File: config.mk
export PLATFORM = sky130hd
export DESIGN_NAME = dtls_record_rx_replay_filter_core
export DESIGN_NICKNAME = d
export VERILOG_FILES = /design/src/rtl/drf_pkg.sv /design/src/rtl/dtls_record_rx_replay_filter_core.sv /design/src/rtl/drf_front.sv /design/src/rtl/drf_queue.sv /design/src/rtl/drf_back.sv
export VERILOG_INCLUDE_DIRS = /design/src /design/src/rtl
export SDC_FILE = /design/constraint.sdc
export NUM_CORES = 2
export LEC_CHECK = 0
export ABC_AREA = 0
export BUFFER_PORTS_ARGS = -buffer_cell sky130_fd_sc_hd__clkbuf_2
export CORE_UTILIZATION = 57
export DETAILED_ROUTE_END_ITERATION = 8
export PLACE_DENSITY = 0.82
export SETUP_SLACK_MARGIN = 0.3
export SLEW_MARGIN = 10
export SYNTH_ARGS = -nofsm -noshare
export SYNTH_HDL_FRONTEND = slang
export SYNTH_HIERARCHICAL = 1
export SYNTH_SLANG_ARGS = --single-unit
File: constraint.sdc
create_clock -name clock -period 5 [get_ports clock]
set_input_delay 0.5 -clock clock [delete_from_list [all_inputs] [get_ports clock]]
set_output_delay 0.5 -clock clock [all_outputs]
set_load 0.01 [all_outputs]
File: src/rtl/dtls_record_rx_replay_filter_core_assert.svh
// ----------------------------------------------------------------------------
// DTLS record receive filter - assertion macros
// Concurrent assertion helpers, compiled out for synthesis.
// ----------------------------------------------------------------------------
`ifndef DTLS_RECORD_RX_REPLAY_FILTER_CORE_ASSERT_SVH
`define DTLS_RECORD_RX_REPLAY_FILTER_CORE_ASSERT_SVH

`ifndef SYNTHESIS

// expression must never hold outside reset
`define DRF_ASSERT_NEVER(lbl, clk, rst, expr) \
   lbl: assert property (@(posedge clk) disable iff (rst) !(expr)) \
      else $error("drf assertion failed: never condition");

// antecedent in one cycle forces consequent in the next
`define DRF_ASSERT_NEXT(lbl, clk, rst, ante, cons) \
   lbl: assert property (@(posedge clk) disable iff (rst) (ante) |=> (cons)) \
      else $error("drf assertion failed: next-cycle condition");

`else

`define DRF_ASSERT_NEVER(lbl, clk, rst, expr)
`define DRF_ASSERT_NEXT(lbl, clk, rst, ante, cons)

`endif

`endif

File: src/rtl/drf_pkg.sv
`timescale 1ns / 1ps
// ----------------------------------------------------------------------------
// drf_pkg
// Shared types and constants of the DTLS record receive replay filter.
// ----------------------------------------------------------------------------
package drf_pkg;

   // field widths
   localparam int COUNT_W = 16;
   localparam int TYPE_W  = 8;
   localparam int EPOCH_W = 16;
   localparam int SEQ_W   = 48;
   localparam int LEN_W   = 16;
   localparam int NUM_W   = EPOCH_W + SEQ_W;

   // record header layout
   localparam int HEADER_BYTES = 13;
   localparam logic [COUNT_W-1:0] POS_TYPE     = 16'd0;
   localparam logic [COUNT_W-1:0] POS_EPOCH_HI = 16'd3;
   localparam logic [COUNT_W-1:0] POS_EPOCH_LO = 16'd4;
   localparam logic [COUNT_W-1:0] POS_SEQ_FIRST = 16'd5;
   localparam logic [COUNT_W-1:0] POS_SEQ_LAST  = 16'd10;
   localparam logic [COUNT_W-1:0] POS_LEN_HI   = 16'd11;
   localparam logic [COUNT_W-1:0] POS_LEN_LO   = 16'd12;
   localparam logic [COUNT_W-1:0] COUNT_MAX    = 16'hFFFF;

   // defaults for top-level parameters
   localparam int WIN_SIZE_DEF    = 64;
   localparam int QUEUE_DEPTH_DEF = 4;

   // request kinds on the input channel and in the queue
   typedef enum logic {
      REQ_BYTE  = 1'b0,
      REQ_CLEAR = 1'b1
   } req_kind_type;

   // result status codes
   typedef enum logic [2:0] {
      ST_ACCEPT      = 3'd0,
      ST_TOO_SHORT   = 3'd1,
      ST_LEN_EXCEEDS = 3'd2,
      ST_TOO_OLD     = 3'd3,
      ST_DUPLICATE   = 3'd4
   } status_type;

   // one queued command from front to back
   typedef struct packed {
      req_kind_type         kind;
      status_type           status;
      logic [TYPE_W-1:0]    rec_type;
      logic [EPOCH_W-1:0]   epoch;
      logic [SEQ_W-1:0]     seq;
      logic [LEN_W-1:0]     rec_len;
      logic [COUNT_W-1:0]   dgram_len;
   } qentry_type;

endpackage

File: src/rtl/dtls_record_rx_replay_filter_core.sv
`timescale 1ns / 1ps
// ----------------------------------------------------------------------------
// dtls_record_rx_replay_filter_core
// DTLS record header capture, length check and 64-entry anti-replay window.
// ----------------------------------------------------------------------------
// Usage:
//  - req_* carries one datagram byte per transaction (req_type = 0), with
//    req_last_byte on the final byte, or a window clear (req_type = 1).
//  - rsp_* carries one result per datagram: status, captured header fields
//    and the saturated datagram byte count. Clears give no result.
//  - csr_wr_en / csr_wr_data set replay_enable; write only while idle.
// Throughput: one byte per cycle sustained. The byte stage only waits when
// the command queue between header capture and window check is full.
// Result path: the edge that takes the last byte writes the queue; the window
// verdict is loaded into the result register once that command is at the queue
// head and the result register is free, and rsp_valid rises with it.
// The window check handles one command per cycle unless a datagram waits on a
// stalled result; its 64-bit compare and bitmap shift set the cycle.
// Reset: synchronous, clears byte count, header, window, queue and
// replay_enable. No clearing pass is needed.
// Stall: a stalled result holds; the queue keeps absorbing datagram ends and
// clears until full, then req_stall rises.
// ----------------------------------------------------------------------------
`include "dtls_record_rx_replay_filter_core_assert.svh"

module dtls_record_rx_replay_filter_core #(
   parameter int WIN_SIZE    = drf_pkg::WIN_SIZE_DEF,
   parameter int QUEUE_DEPTH = drf_pkg::QUEUE_DEPTH_DEF
) (
   input  logic                          clock,
   input  logic                          reset,
   // configuration
   input  logic                          csr_wr_en,
   input  logic                          csr_wr_data,
   // request channel
   input  logic                          req_valid,
   output logic                          req_stall,
   input  logic                          req_type,
   input  logic [7:0]                    req_data_byte,
   input  logic                          req_last_byte,
   // result channel
   output logic                          rsp_valid,
   input  logic                          rsp_stall,
   output logic [2:0]                    rsp_status,
   output logic [drf_pkg::TYPE_W-1:0]    rsp_record_type,
   output logic [drf_pkg::EPOCH_W-1:0]   rsp_epoch_out,
   output logic [drf_pkg::SEQ_W-1:0]     rsp_seq_out,
   output logic [drf_pkg::LEN_W-1:0]     rsp_record_length,
   output logic [drf_pkg::COUNT_W-1:0]   rsp_datagram_length
);

   logic                 q_push;
   drf_pkg::qentry_type  q_push_entry;
   logic                 q_full;
   logic                 q_not_empty;
   drf_pkg::qentry_type  q_head;
   logic                 q_pop;
   logic                 head_is_byte;

   assign req_stall    = q_full;
   assign head_is_byte = (q_head.kind == drf_pkg::REQ_BYTE);

   // byte intake and header capture
   drf_front u_front (
      .clock      (clock),
      .reset      (reset),
      .in_valid   (req_valid),
      .queue_full (q_full),
      .req_type   (req_type),
      .data_byte  (req_data_byte),
      .last_byte  (req_last_byte),
      .push       (q_push),
      .push_entry (q_push_entry)
   );

   // command queue
   drf_queue #(
      .QUEUE_DEPTH (QUEUE_DEPTH)
   ) u_queue (
      .clock      (clock),
      .reset      (reset),
      .push       (q_push),
      .push_entry (q_push_entry),
      .pop        (q_pop),
      .full       (q_full),
      .not_empty  (q_not_empty),
      .head       (q_head)
   );

   // replay window and result register
   drf_back #(
      .WIN_SIZE (WIN_SIZE)
   ) u_back (
      .clock               (clock),
      .reset               (reset),
      .csr_wr_en           (csr_wr_en),
      .csr_wr_data         (csr_wr_data),
      .head_valid          (q_not_empty),
      .head                (q_head),
      .pop                 (q_pop),
      .rsp_valid           (rsp_valid),
      .rsp_stall           (rsp_stall),
      .rsp_status          (rsp_status),
      .rsp_record_type     (rsp_record_type),
      .rsp_epoch_out       (rsp_epoch_out),
      .rsp_seq_out         (rsp_seq_out),
      .rsp_record_length   (rsp_record_length),
      .rsp_datagram_length (rsp_datagram_length)
   );

   // checks
   `DRF_ASSERT_NEVER(a_no_push_when_full, clock, reset, q_push && q_full)
   `DRF_ASSERT_NEVER(a_no_dgram_pop_into_stalled_rsp, clock, reset, q_pop && head_is_byte && rsp_valid && rsp_stall)
   `DRF_ASSERT_NEXT(a_no_result_from_empty_queue, clock, reset, !q_not_empty && !rsp_valid, !rsp_valid)

endmodule

File: src/rtl/drf_front.sv
`timescale 1ns / 1ps
// ----------------------------------------------------------------------------
// drf_front
// Byte intake: counts datagram bytes, captures the record header and runs the
// length checks; pushes one command per datagram end or window clear.
// ----------------------------------------------------------------------------
module drf_front (
   input  logic                       clock,
   input  logic                       reset,
   input  logic                       in_valid,
   input  logic                       queue_full,
   input  logic                       req_type,
   input  logic [7:0]                 data_byte,
   input  logic                       last_byte,
   output logic                       push,
   output drf_pkg::qentry_type        push_entry
);

   logic [drf_pkg::COUNT_W-1:0] byte_count_ff, byte_count_in;
   logic [drf_pkg::TYPE_W-1:0]  hdr_type_ff, hdr_type_in;
   logic [drf_pkg::EPOCH_W-1:0] hdr_epoch_ff, hdr_epoch_in;
   logic [drf_pkg::SEQ_W-1:0]   hdr_seq_ff, hdr_seq_in;
   logic [drf_pkg::LEN_W-1:0]   hdr_len_ff, hdr_len_in;

   logic [drf_pkg::COUNT_W-1:0] cnt_next;
   logic [drf_pkg::TYPE_W-1:0]  type_next;
   logic [drf_pkg::EPOCH_W-1:0] epoch_next;
   logic [drf_pkg::SEQ_W-1:0]   seq_next;
   logic [drf_pkg::LEN_W-1:0]   len_next;
   logic                        accept;
   logic                        is_clear;
   logic                        byte_acc;
   logic [drf_pkg::LEN_W:0]     need_len;
   drf_pkg::status_type         len_status;

   assign accept   = in_valid && !queue_full;
   assign is_clear = (req_type == drf_pkg::REQ_CLEAR);
   assign byte_acc = accept && !is_clear;

   // header capture at the current byte position
   always_comb begin
      type_next  = hdr_type_ff;
      epoch_next = hdr_epoch_ff;
      seq_next   = hdr_seq_ff;
      len_next   = hdr_len_ff;
      priority if (byte_count_ff == drf_pkg::POS_TYPE) begin
         type_next = data_byte;
      end else if (byte_count_ff == drf_pkg::POS_EPOCH_HI ||
                   byte_count_ff == drf_pkg::POS_EPOCH_LO) begin
         epoch_next = {hdr_epoch_ff[drf_pkg::EPOCH_W-9:0], data_byte};
      end else if (byte_count_ff >= drf_pkg::POS_SEQ_FIRST &&
                   byte_count_ff <= drf_pkg::POS_SEQ_LAST) begin
         seq_next = {hdr_seq_ff[drf_pkg::SEQ_W-9:0], data_byte};
      end else if (byte_count_ff == drf_pkg::POS_LEN_HI ||
                   byte_count_ff == drf_pkg::POS_LEN_LO) begin
         len_next = {hdr_len_ff[drf_pkg::LEN_W-9:0], data_byte};
      end else begin
         // version bytes and payload: nothing captured
      end
   end

   // saturating byte count
   assign cnt_next = (byte_count_ff == drf_pkg::COUNT_MAX) ? byte_count_ff
                                                           : byte_count_ff + 1'b1;

   // length checks on the datagram end
   assign need_len = {1'b0, len_next} + (drf_pkg::LEN_W+1)'(drf_pkg::HEADER_BYTES);

   always_comb begin
      priority if (cnt_next < drf_pkg::COUNT_W'(drf_pkg::HEADER_BYTES)) begin
         len_status = drf_pkg::ST_TOO_SHORT;
      end else if (need_len > {1'b0, cnt_next}) begin
         len_status = drf_pkg::ST_LEN_EXCEEDS;
      end else begin
         len_status = drf_pkg::ST_ACCEPT;
      end
   end

   // queue push
   assign push = accept && (is_clear || last_byte);

   always_comb begin
      push_entry.kind      = is_clear ? drf_pkg::REQ_CLEAR : drf_pkg::REQ_BYTE;
      push_entry.status    = len_status;
      push_entry.rec_type  = type_next;
      push_entry.epoch     = epoch_next;
      push_entry.seq       = seq_next;
      push_entry.rec_len   = len_next;
      push_entry.dgram_len = cnt_next;
   end

   // next header state
   always_comb begin
      byte_count_in = byte_count_ff;
      hdr_type_in   = hdr_type_ff;
      hdr_epoch_in  = hdr_epoch_ff;
      hdr_seq_in    = hdr_seq_ff;
      hdr_len_in    = hdr_len_ff;
      if (byte_acc) begin
         if (last_byte) begin
            byte_count_in = '0;
            hdr_type_in   = '0;
            hdr_epoch_in  = '0;
            hdr_seq_in    = '0;
            hdr_len_in    = '0;
         end else begin
            byte_count_in = cnt_next;
            hdr_type_in   = type_next;
            hdr_epoch_in  = epoch_next;
            hdr_seq_in    = seq_next;
            hdr_len_in    = len_next;
         end
      end
   end

   always_ff @(posedge clock) begin
      if (reset) begin
         byte_count_ff <= '0;
         hdr_type_ff   <= '0;
         hdr_epoch_ff  <= '0;
         hdr_seq_ff    <= '0;
         hdr_len_ff    <= '0;
      end else begin
         byte_count_ff <= byte_count_in;
         hdr_type_ff   <= hdr_type_in;
         hdr_epoch_ff  <= hdr_epoch_in;
         hdr_seq_ff    <= hdr_seq_in;
         hdr_len_ff    <= hdr_len_in;
      end
   end

endmodule

File: src/rtl/drf_queue.sv
`timescale 1ns / 1ps
// ----------------------------------------------------------------------------
// drf_queue
// Small register queue of commands between intake and window logic.
// ----------------------------------------------------------------------------
module drf_queue #(
   parameter int QUEUE_DEPTH = drf_pkg::QUEUE_DEPTH_DEF
) (
   input  logic                  clock,
   input  logic                  reset,
   input  logic                  push,
   input  drf_pkg::qentry_type   push_entry,
   input  logic                  pop,
   output logic                  full,
   output logic                  not_empty,
   output drf_pkg::qentry_type   head
);

   localparam int PTR_W = (QUEUE_DEPTH > 1) ? $clog2(QUEUE_DEPTH) : 1;
   localparam int CNT_W = $clog2(QUEUE_DEPTH + 1);
   localparam logic [PTR_W-1:0] PTR_LAST = PTR_W'(QUEUE_DEPTH - 1);
   localparam logic [CNT_W-1:0] CNT_FULL = CNT_W'(QUEUE_DEPTH);

   drf_pkg::qentry_type slots_ff [QUEUE_DEPTH];
   logic [PTR_W-1:0] wr_ptr_ff, wr_ptr_in;
   logic [PTR_W-1:0] rd_ptr_ff, rd_ptr_in;
   logic [CNT_W-1:0] count_ff, count_in;
   logic             do_push;
   logic             do_pop;

   assign full      = (count_ff == CNT_FULL);
   assign not_empty = (count_ff != '0);
   assign head      = slots_ff[rd_ptr_ff];
   assign do_push   = push && !full;
   assign do_pop    = pop && not_empty;

   // pointer and fill tracking
   always_comb begin
      wr_ptr_in = wr_ptr_ff;
      rd_ptr_in = rd_ptr_ff;
      count_in  = count_ff;
      if (do_push) begin
         wr_ptr_in = (wr_ptr_ff == PTR_LAST) ? '0 : wr_ptr_ff + 1'b1;
      end
      if (do_pop) begin
         rd_ptr_in = (rd_ptr_ff == PTR_LAST) ? '0 : rd_ptr_ff + 1'b1;
      end
      if (do_push && !do_pop) begin
         count_in = count_ff + 1'b1;
      end else if (do_pop && !do_push) begin
         count_in = count_ff - 1'b1;
      end
   end

   always_ff @(posedge clock) begin
      if (reset) begin
         wr_ptr_ff <= '0;
         rd_ptr_ff <= '0;
         count_ff  <= '0;
      end else begin
         wr_ptr_ff <= wr_ptr_in;
         rd_ptr_ff <= rd_ptr_in;
         count_ff  <= count_in;
      end
   end

   // payload slots
   always_ff @(posedge clock) begin
      if (do_push) begin
         slots_ff[wr_ptr_ff] <= push_entry;
      end
   end

endmodule

File: src/rtl/drf_back.sv
`timescale 1ns / 1ps
// ----------------------------------------------------------------------------
// drf_back
// Anti-replay window: tests and updates epoch:sequence against a sliding
// bitmap and drives the result register.
// ----------------------------------------------------------------------------
module drf_back #(
   parameter int WIN_SIZE = drf_pkg::WIN_SIZE_DEF
) (
   input  logic                          clock,
   input  logic                          reset,
   input  logic                          csr_wr_en,
   input  logic                          csr_wr_data,
   input  logic                          head_valid,
   input  drf_pkg::qentry_type           head,
   output logic                          pop,
   output logic                          rsp_valid,
   input  logic                          rsp_stall,
   output logic [2:0]                    rsp_status,
   output logic [drf_pkg::TYPE_W-1:0]    rsp_record_type,
   output logic [drf_pkg::EPOCH_W-1:0]   rsp_epoch_out,
   output logic [drf_pkg::SEQ_W-1:0]     rsp_seq_out,
   output logic [drf_pkg::LEN_W-1:0]     rsp_record_length,
   output logic [drf_pkg::COUNT_W-1:0]   rsp_datagram_length
);

   localparam int SHW = $clog2(WIN_SIZE);
   localparam logic [drf_pkg::NUM_W-1:0] WIN_LIMIT = drf_pkg::NUM_W'(WIN_SIZE);
   localparam logic [WIN_SIZE-1:0]      BIT_ZERO  = WIN_SIZE'(1);

   logic                         replay_en_ff, replay_en_in;
   logic [drf_pkg::NUM_W-1:0]    highest_ff, highest_in;
   logic [WIN_SIZE-1:0]          bitmap_ff, bitmap_in;
   logic                         rsp_valid_ff, rsp_valid_in;
   drf_pkg::qentry_type          rsp_ff;
   drf_pkg::qentry_type          rsp_entry;
   drf_pkg::status_type          status;

   logic                         out_free;
   logic                         is_clear;
   logic                         pop_dgram;
   logic [drf_pkg::NUM_W-1:0]    num;
   logic                         newer;
   logic [drf_pkg::NUM_W-1:0]    fwd;
   logic [drf_pkg::NUM_W-1:0]    bwd;
   logic                         fwd_in_win;
   logic                         bwd_in_win;
   logic [WIN_SIZE-1:0]          shifted;
   logic                         hit;

   // config register
   assign replay_en_in = csr_wr_en ? csr_wr_data : replay_en_ff;

   // pop: clears always drain, datagrams need room in the result register
   assign out_free  = !rsp_valid_ff || !rsp_stall;
   assign is_clear  = (head.kind == drf_pkg::REQ_CLEAR);
   assign pop       = head_valid && (is_clear || out_free);
   assign pop_dgram = pop && !is_clear;

   // window distance terms
   assign num        = {head.epoch, head.seq};
   assign newer      = num > highest_ff;
   assign fwd        = num - highest_ff;
   assign bwd        = highest_ff - num;
   assign fwd_in_win = fwd < WIN_LIMIT;
   assign bwd_in_win = bwd < WIN_LIMIT;
   assign shifted    = fwd_in_win ? (bitmap_ff << fwd[SHW-1:0]) : '0;
   assign hit        = bitmap_ff[bwd[SHW-1:0]];

   // status and window update
   always_comb begin
      status     = head.status;
      highest_in = highest_ff;
      bitmap_in  = bitmap_ff;
      if (pop && is_clear) begin
         highest_in = '0;
         bitmap_in  = '0;
      end else if (pop_dgram && head.status == drf_pkg::ST_ACCEPT && replay_en_ff) begin
         priority if (newer) begin
            highest_in = num;
            bitmap_in  = shifted | BIT_ZERO;
         end else if (!bwd_in_win) begin
            status = drf_pkg::ST_TOO_OLD;
         end else if (hit) begin
            status = drf_pkg::ST_DUPLICATE;
         end else begin
            bitmap_in = bitmap_ff | (BIT_ZERO << bwd[SHW-1:0]);
         end
      end
   end

   // result register handshake
   always_comb begin
      priority if (pop_dgram) begin
         rsp_valid_in = 1'b1;
      end else if (!rsp_stall) begin
         rsp_valid_in = 1'b0;
      end else begin
         rsp_valid_in = rsp_valid_ff;
      end
   end

   always_ff @(posedge clock) begin
      if (reset) begin
         replay_en_ff <= 1'b0;
         highest_ff   <= '0;
         bitmap_ff    <= '0;
         rsp_valid_ff <= 1'b0;
      end else begin
         replay_en_ff <= replay_en_in;
         highest_ff   <= highest_in;
         bitmap_ff    <= bitmap_in;
         rsp_valid_ff <= rsp_valid_in;
      end
   end

   // result payload with the final status
   always_comb begin
      rsp_entry        = head;
      rsp_entry.status = status;
   end

   always_ff @(posedge clock) begin
      if (pop_dgram) begin
         rsp_ff <= rsp_entry;
      end
   end

   assign rsp_valid           = rsp_valid_ff;
   assign rsp_status          = rsp_ff.status;
   assign rsp_record_type     = rsp_ff.rec_type;
   assign rsp_epoch_out       = rsp_ff.epoch;
   assign rsp_seq_out         = rsp_ff.seq;
   assign rsp_record_length   = rsp_ff.rec_len;
   assign rsp_datagram_length = rsp_ff.dgram_len;

endmodule
==> impl_metrics.ini <==
[final_layout]
nNetsFinal = 5323
drive_gt1_share_pct = 36.3
nFillCells = 4982
area_growth_pct = 30.9

[detailed_routing]
dr_wl_met3_mm = 24.1
route.met2.wl_mm = 79.9
wl_met1_mm = 68.2
wl_per_cell_um = 29.3
vias = 42800
first_pass_iters = 8
dr.max_layer_used = met5
drc = 0
ant_nets = 0
drt_iter0_markers = 7110
drt_wl_total_mm = 184
vias_per_cell = 6.83

[clock_tree]
clock_latency_ps = 670
clkTransAtPathRegs_ps = 70
numCtsBuffers = 80
cts_hold_buf = 0
clock_path_buffers = 3
htree_levels = 3
cts_tree = built
clock-sinks = 782
cts_root_buffer = clkbuf_16

[yosys]
synth_edf_count = 539
synth_nets = 4436
syn_avg_cell_area_um2 = 10.5
synth_top_area_share_pct = 36.1
yosys.area.top_type = edfxtp_1
synth_cell_types = 105
syn_area_mm2 = 0.0448
synth-seq-area-share_pct = 47.0
yosysWarningCount = 6
syn_inst = 4264
synthTopCellsByCount = 539 x edfxtp_1, 414 x nand2_1, 368 x a21oi_1, 349 x nor2_1, 243 x dfxtp_1
synth-seq-cells = 782
synth_ff_type = edfxtp_1
synth_area_leaders = edfxtp_1 36%, dfxtp_1 11%, mux4_2 8.2%
ys_async_sr_fraction_pct = 0
synth.most_common_cell = edfxtp_1

[die]
die_w_um = 282
die-area_mm2 = 0.0798
ios = 125
initial_core_util_pct = 57.8
core_mm2 = 0.0776
die_y_um = 282
rows = 102

[sta]
tightest_slew_ps = 1170
setup_tns_ps = -24180
fin_ws_ps = -472
final-setup-viol-count = 67
rsz0062_at_grt = true
finalCritPeriodShare_pct = 109
slew_headroom_pct = 21.1
max_freq_ghz = 0.183
slew_viol_final = 0
finalClockSkew_ps = 45.7
timing.final.crit_period_ps = 5470
finalHoldViolations = 0

[setup_path]
critPathRequiredTime_ps = 5590
setup.worst_path.class = flop to flop
rr_endpoint = u_back/bitmap_ff[5]
worst_ep_arrival_time_ps = 6060
crit_path_end_kind = flop
r2r_cells = 23
start_kind = flop
r2r_setup_slack_ps = -470
crit_fanout = 15

[global_route]
grt_overflow = 0
track_usage_pct = 43.7
first_global_vias = 40000
grt_max_degree = 86
grt_pass1_wl_mm = 258
antenna_found_initial = 7

[min_path]
hold_end = u_back/replay_en_ff
worstHoldStart = csr_wr_data
hp-class = primary input to flop
hold-path-cell-count = 3

[pwr]
leakage_nw = 22.0
p_per_area_mw_per_mm2 = 598
intPower_mw = 19.5
clkPwrFrac_pct = 17.4
p_sw_share_pct = 44.3
finalPower_mw = 35.1
p_comb_share_pct = 59.3
seqPwrFrac_pct = 23.3
switchingPower_mw = 15.5
ir_worst_vdd_v = 0.000519

[placement]
port_buffers = 124
gp_congestion = 1.10
dpl.hpwl_mm = 126

[outcome]
violations = setup timing
outcome = finished with violations

[run]
max_cap_viol_count = 0
## cell usage in the layout (no fill, tap or decap), drive strengths merged, types with 10 or more instances in the layout
cell,count
o211ai,66
nand4,65
o31ai,30
clkinv,26
nor2b,18
dfxtp,243
edfxtp,539
o21bai,19
or4,10
and2,11
clkbuf,242
a21o,41
buf,950
a221oi,15
a21oi,370
inv,214
mux2,95
and4,22
nor2,350
nand2b,20
ha,153
mux4,163
a22oi,106
and3,21
nand3,96
nor3,86
o2111ai,14
xnor2,45
nand2,415
o21a,41
nor4,49
a211oi,44
or3,22
mux2i,125
o32ai,22
o21ai,236
xor2,41
a31oi,38
## flip-flops by register name (all words and copies together), names as in the netlist, named ones only
register                    cells
u_back/rsp_record_type          8
u_back/rsp_status               3
u_queue/wr_ptr_ff               2
u_back/bitmap_ff               64
u_front/byte_count_ff          16
u_queue/rd_ptr_ff               2
u_back/rsp_seq_out             48
u_back/rsp_datagram_length     16
u_front/hdr_len_ff             16
u_front/hdr_epoch_ff           16
u_front/hdr_seq_ff             48
u_back/rsp_epoch_out           16
u_back/rsp_valid                1
u_back/replay_en_ff             1
u_back/rsp_record_length       16
u_back/highest_ff              64
u_queue/slots_ff              432
u_queue/count_ff                3
u_front/hdr_type_ff             8
## per-stage QoR
step / setup slack (ps) / hold WS, ps / util, % / cells / cell area, µm²
global route: -492 / 105 / 75.6 / 6259 / 58700
CTS: -243 / 97.3 / 73.3 / 6193 / 56800
global placement: -892 / 444 / 67.6 / 5995 / 52400
floorplan: 301 / 436 / - / 4264 / 44900
finish: -472 / 107 / 75.6 / 6262 / 58700
detailed placement: -953 / 450 / 67.6 / 5995 / 52400
## per-layer routing
layer	vias up	GRT usage (%)
met4	4	19.1
met3	772	11.4
met5	-	0
met1	20600	59.0
met2	3482	66.4
li1	17900	-
## critical path, cell delays in order, from the launching register on
cell	delay [ps]
dfxtp_4	450
buf_6	230
buf_12	220
buf_4	180
mux4_2	340
inv_1	130
ha_1	210
buf_4	180
buf_4	180
nand4_1	140
or3_4	460
nand2_1	100
mux2i_2	100
a211oi_2	190
nand4_1	130
or4_4	530
nor4_4	310
nand3_2	150
buf_6	160
buf_4	130
nor4_4	300
buf_12	180
nand3_1	210
o211ai_1	190
## area by class of cell
cell class / instances / area, µm² / area share (%)
clock buffer: 110 / 2140 / 3.66
antenna: 4 / 10.0 / 0.0171
timing repair buffer: 1083 / 8750 / 14.9
multi-input combinational: 2995 / 24100 / 41.1
sequential: 782 / 21100 / 35.9
tap: 1040 / 1300 / 2.22
inverter: 209 / 786 / 1.34
clock inverter: 39 / 478 / 0.815
## worst max path at each step
stage          startpoint                   end  cells past startpoint
5_1_grt              flop  u_back/bitmap_ff[50]                     24
2_1_floorplan        flop  u_back/bitmap_ff[63]                     19
3_5_place_dp         flop  u_back/rsp_status[2]                     18
4_1_cts              flop  u_back/bitmap_ff[57]                     22
3_3_place_gp         flop  u_back/bitmap_ff[37]                     23
6_report             flop   u_back/bitmap_ff[5]                     23
## power by group through the flow
| stage | combinational (mW) | sequential (mW) | clock [mW] |
|---|---|---|---|
| 2_1_floorplan | 8.84 | 8.38 | 0 |
| 3_3_place_gp | 17.3 | 8.20 | 0 |
| 3_5_place_dp | 17.4 | 8.25 | 0 |
| 4_1_cts | 18.7 | 8.13 | 6.06 |
| 5_1_grt | 21.4 | 8.19 | 6.33 |
| 6_report | 20.8 | 8.16 | 6.12 |
## cells by family (layout without fill, tap and decap cells)
| logic type | Yosys count | in the layout | share of synthesized area [%] |
|---|---|---|---|
| and+or+nand+nor | 1211 | 1211 | 12.6 |
| muxes | 383 | 383 | 13.4 |
| other | 1 | 5 | 0.00837 |
| adders and majority gates | 156 | 156 | 4.41 |
| DFF | 782 | 782 | 47.0 |
| buffers and inverters | 487 | 1441 | 4.39 |
| AOI/OAI and AO/OA | 1158 | 1158 | 16.5 |
| xor gates and xnor gates | 86 | 86 | 1.68 |
## timing repair
action	4_1_cts	5_1_grt
setup buffers	47	51
pin swaps	60	91
resized for setup	340	257
setup endpoints to repair	135	135
gates cloned	2	14
Note: power is estimated with default switching activity, not from simulation.
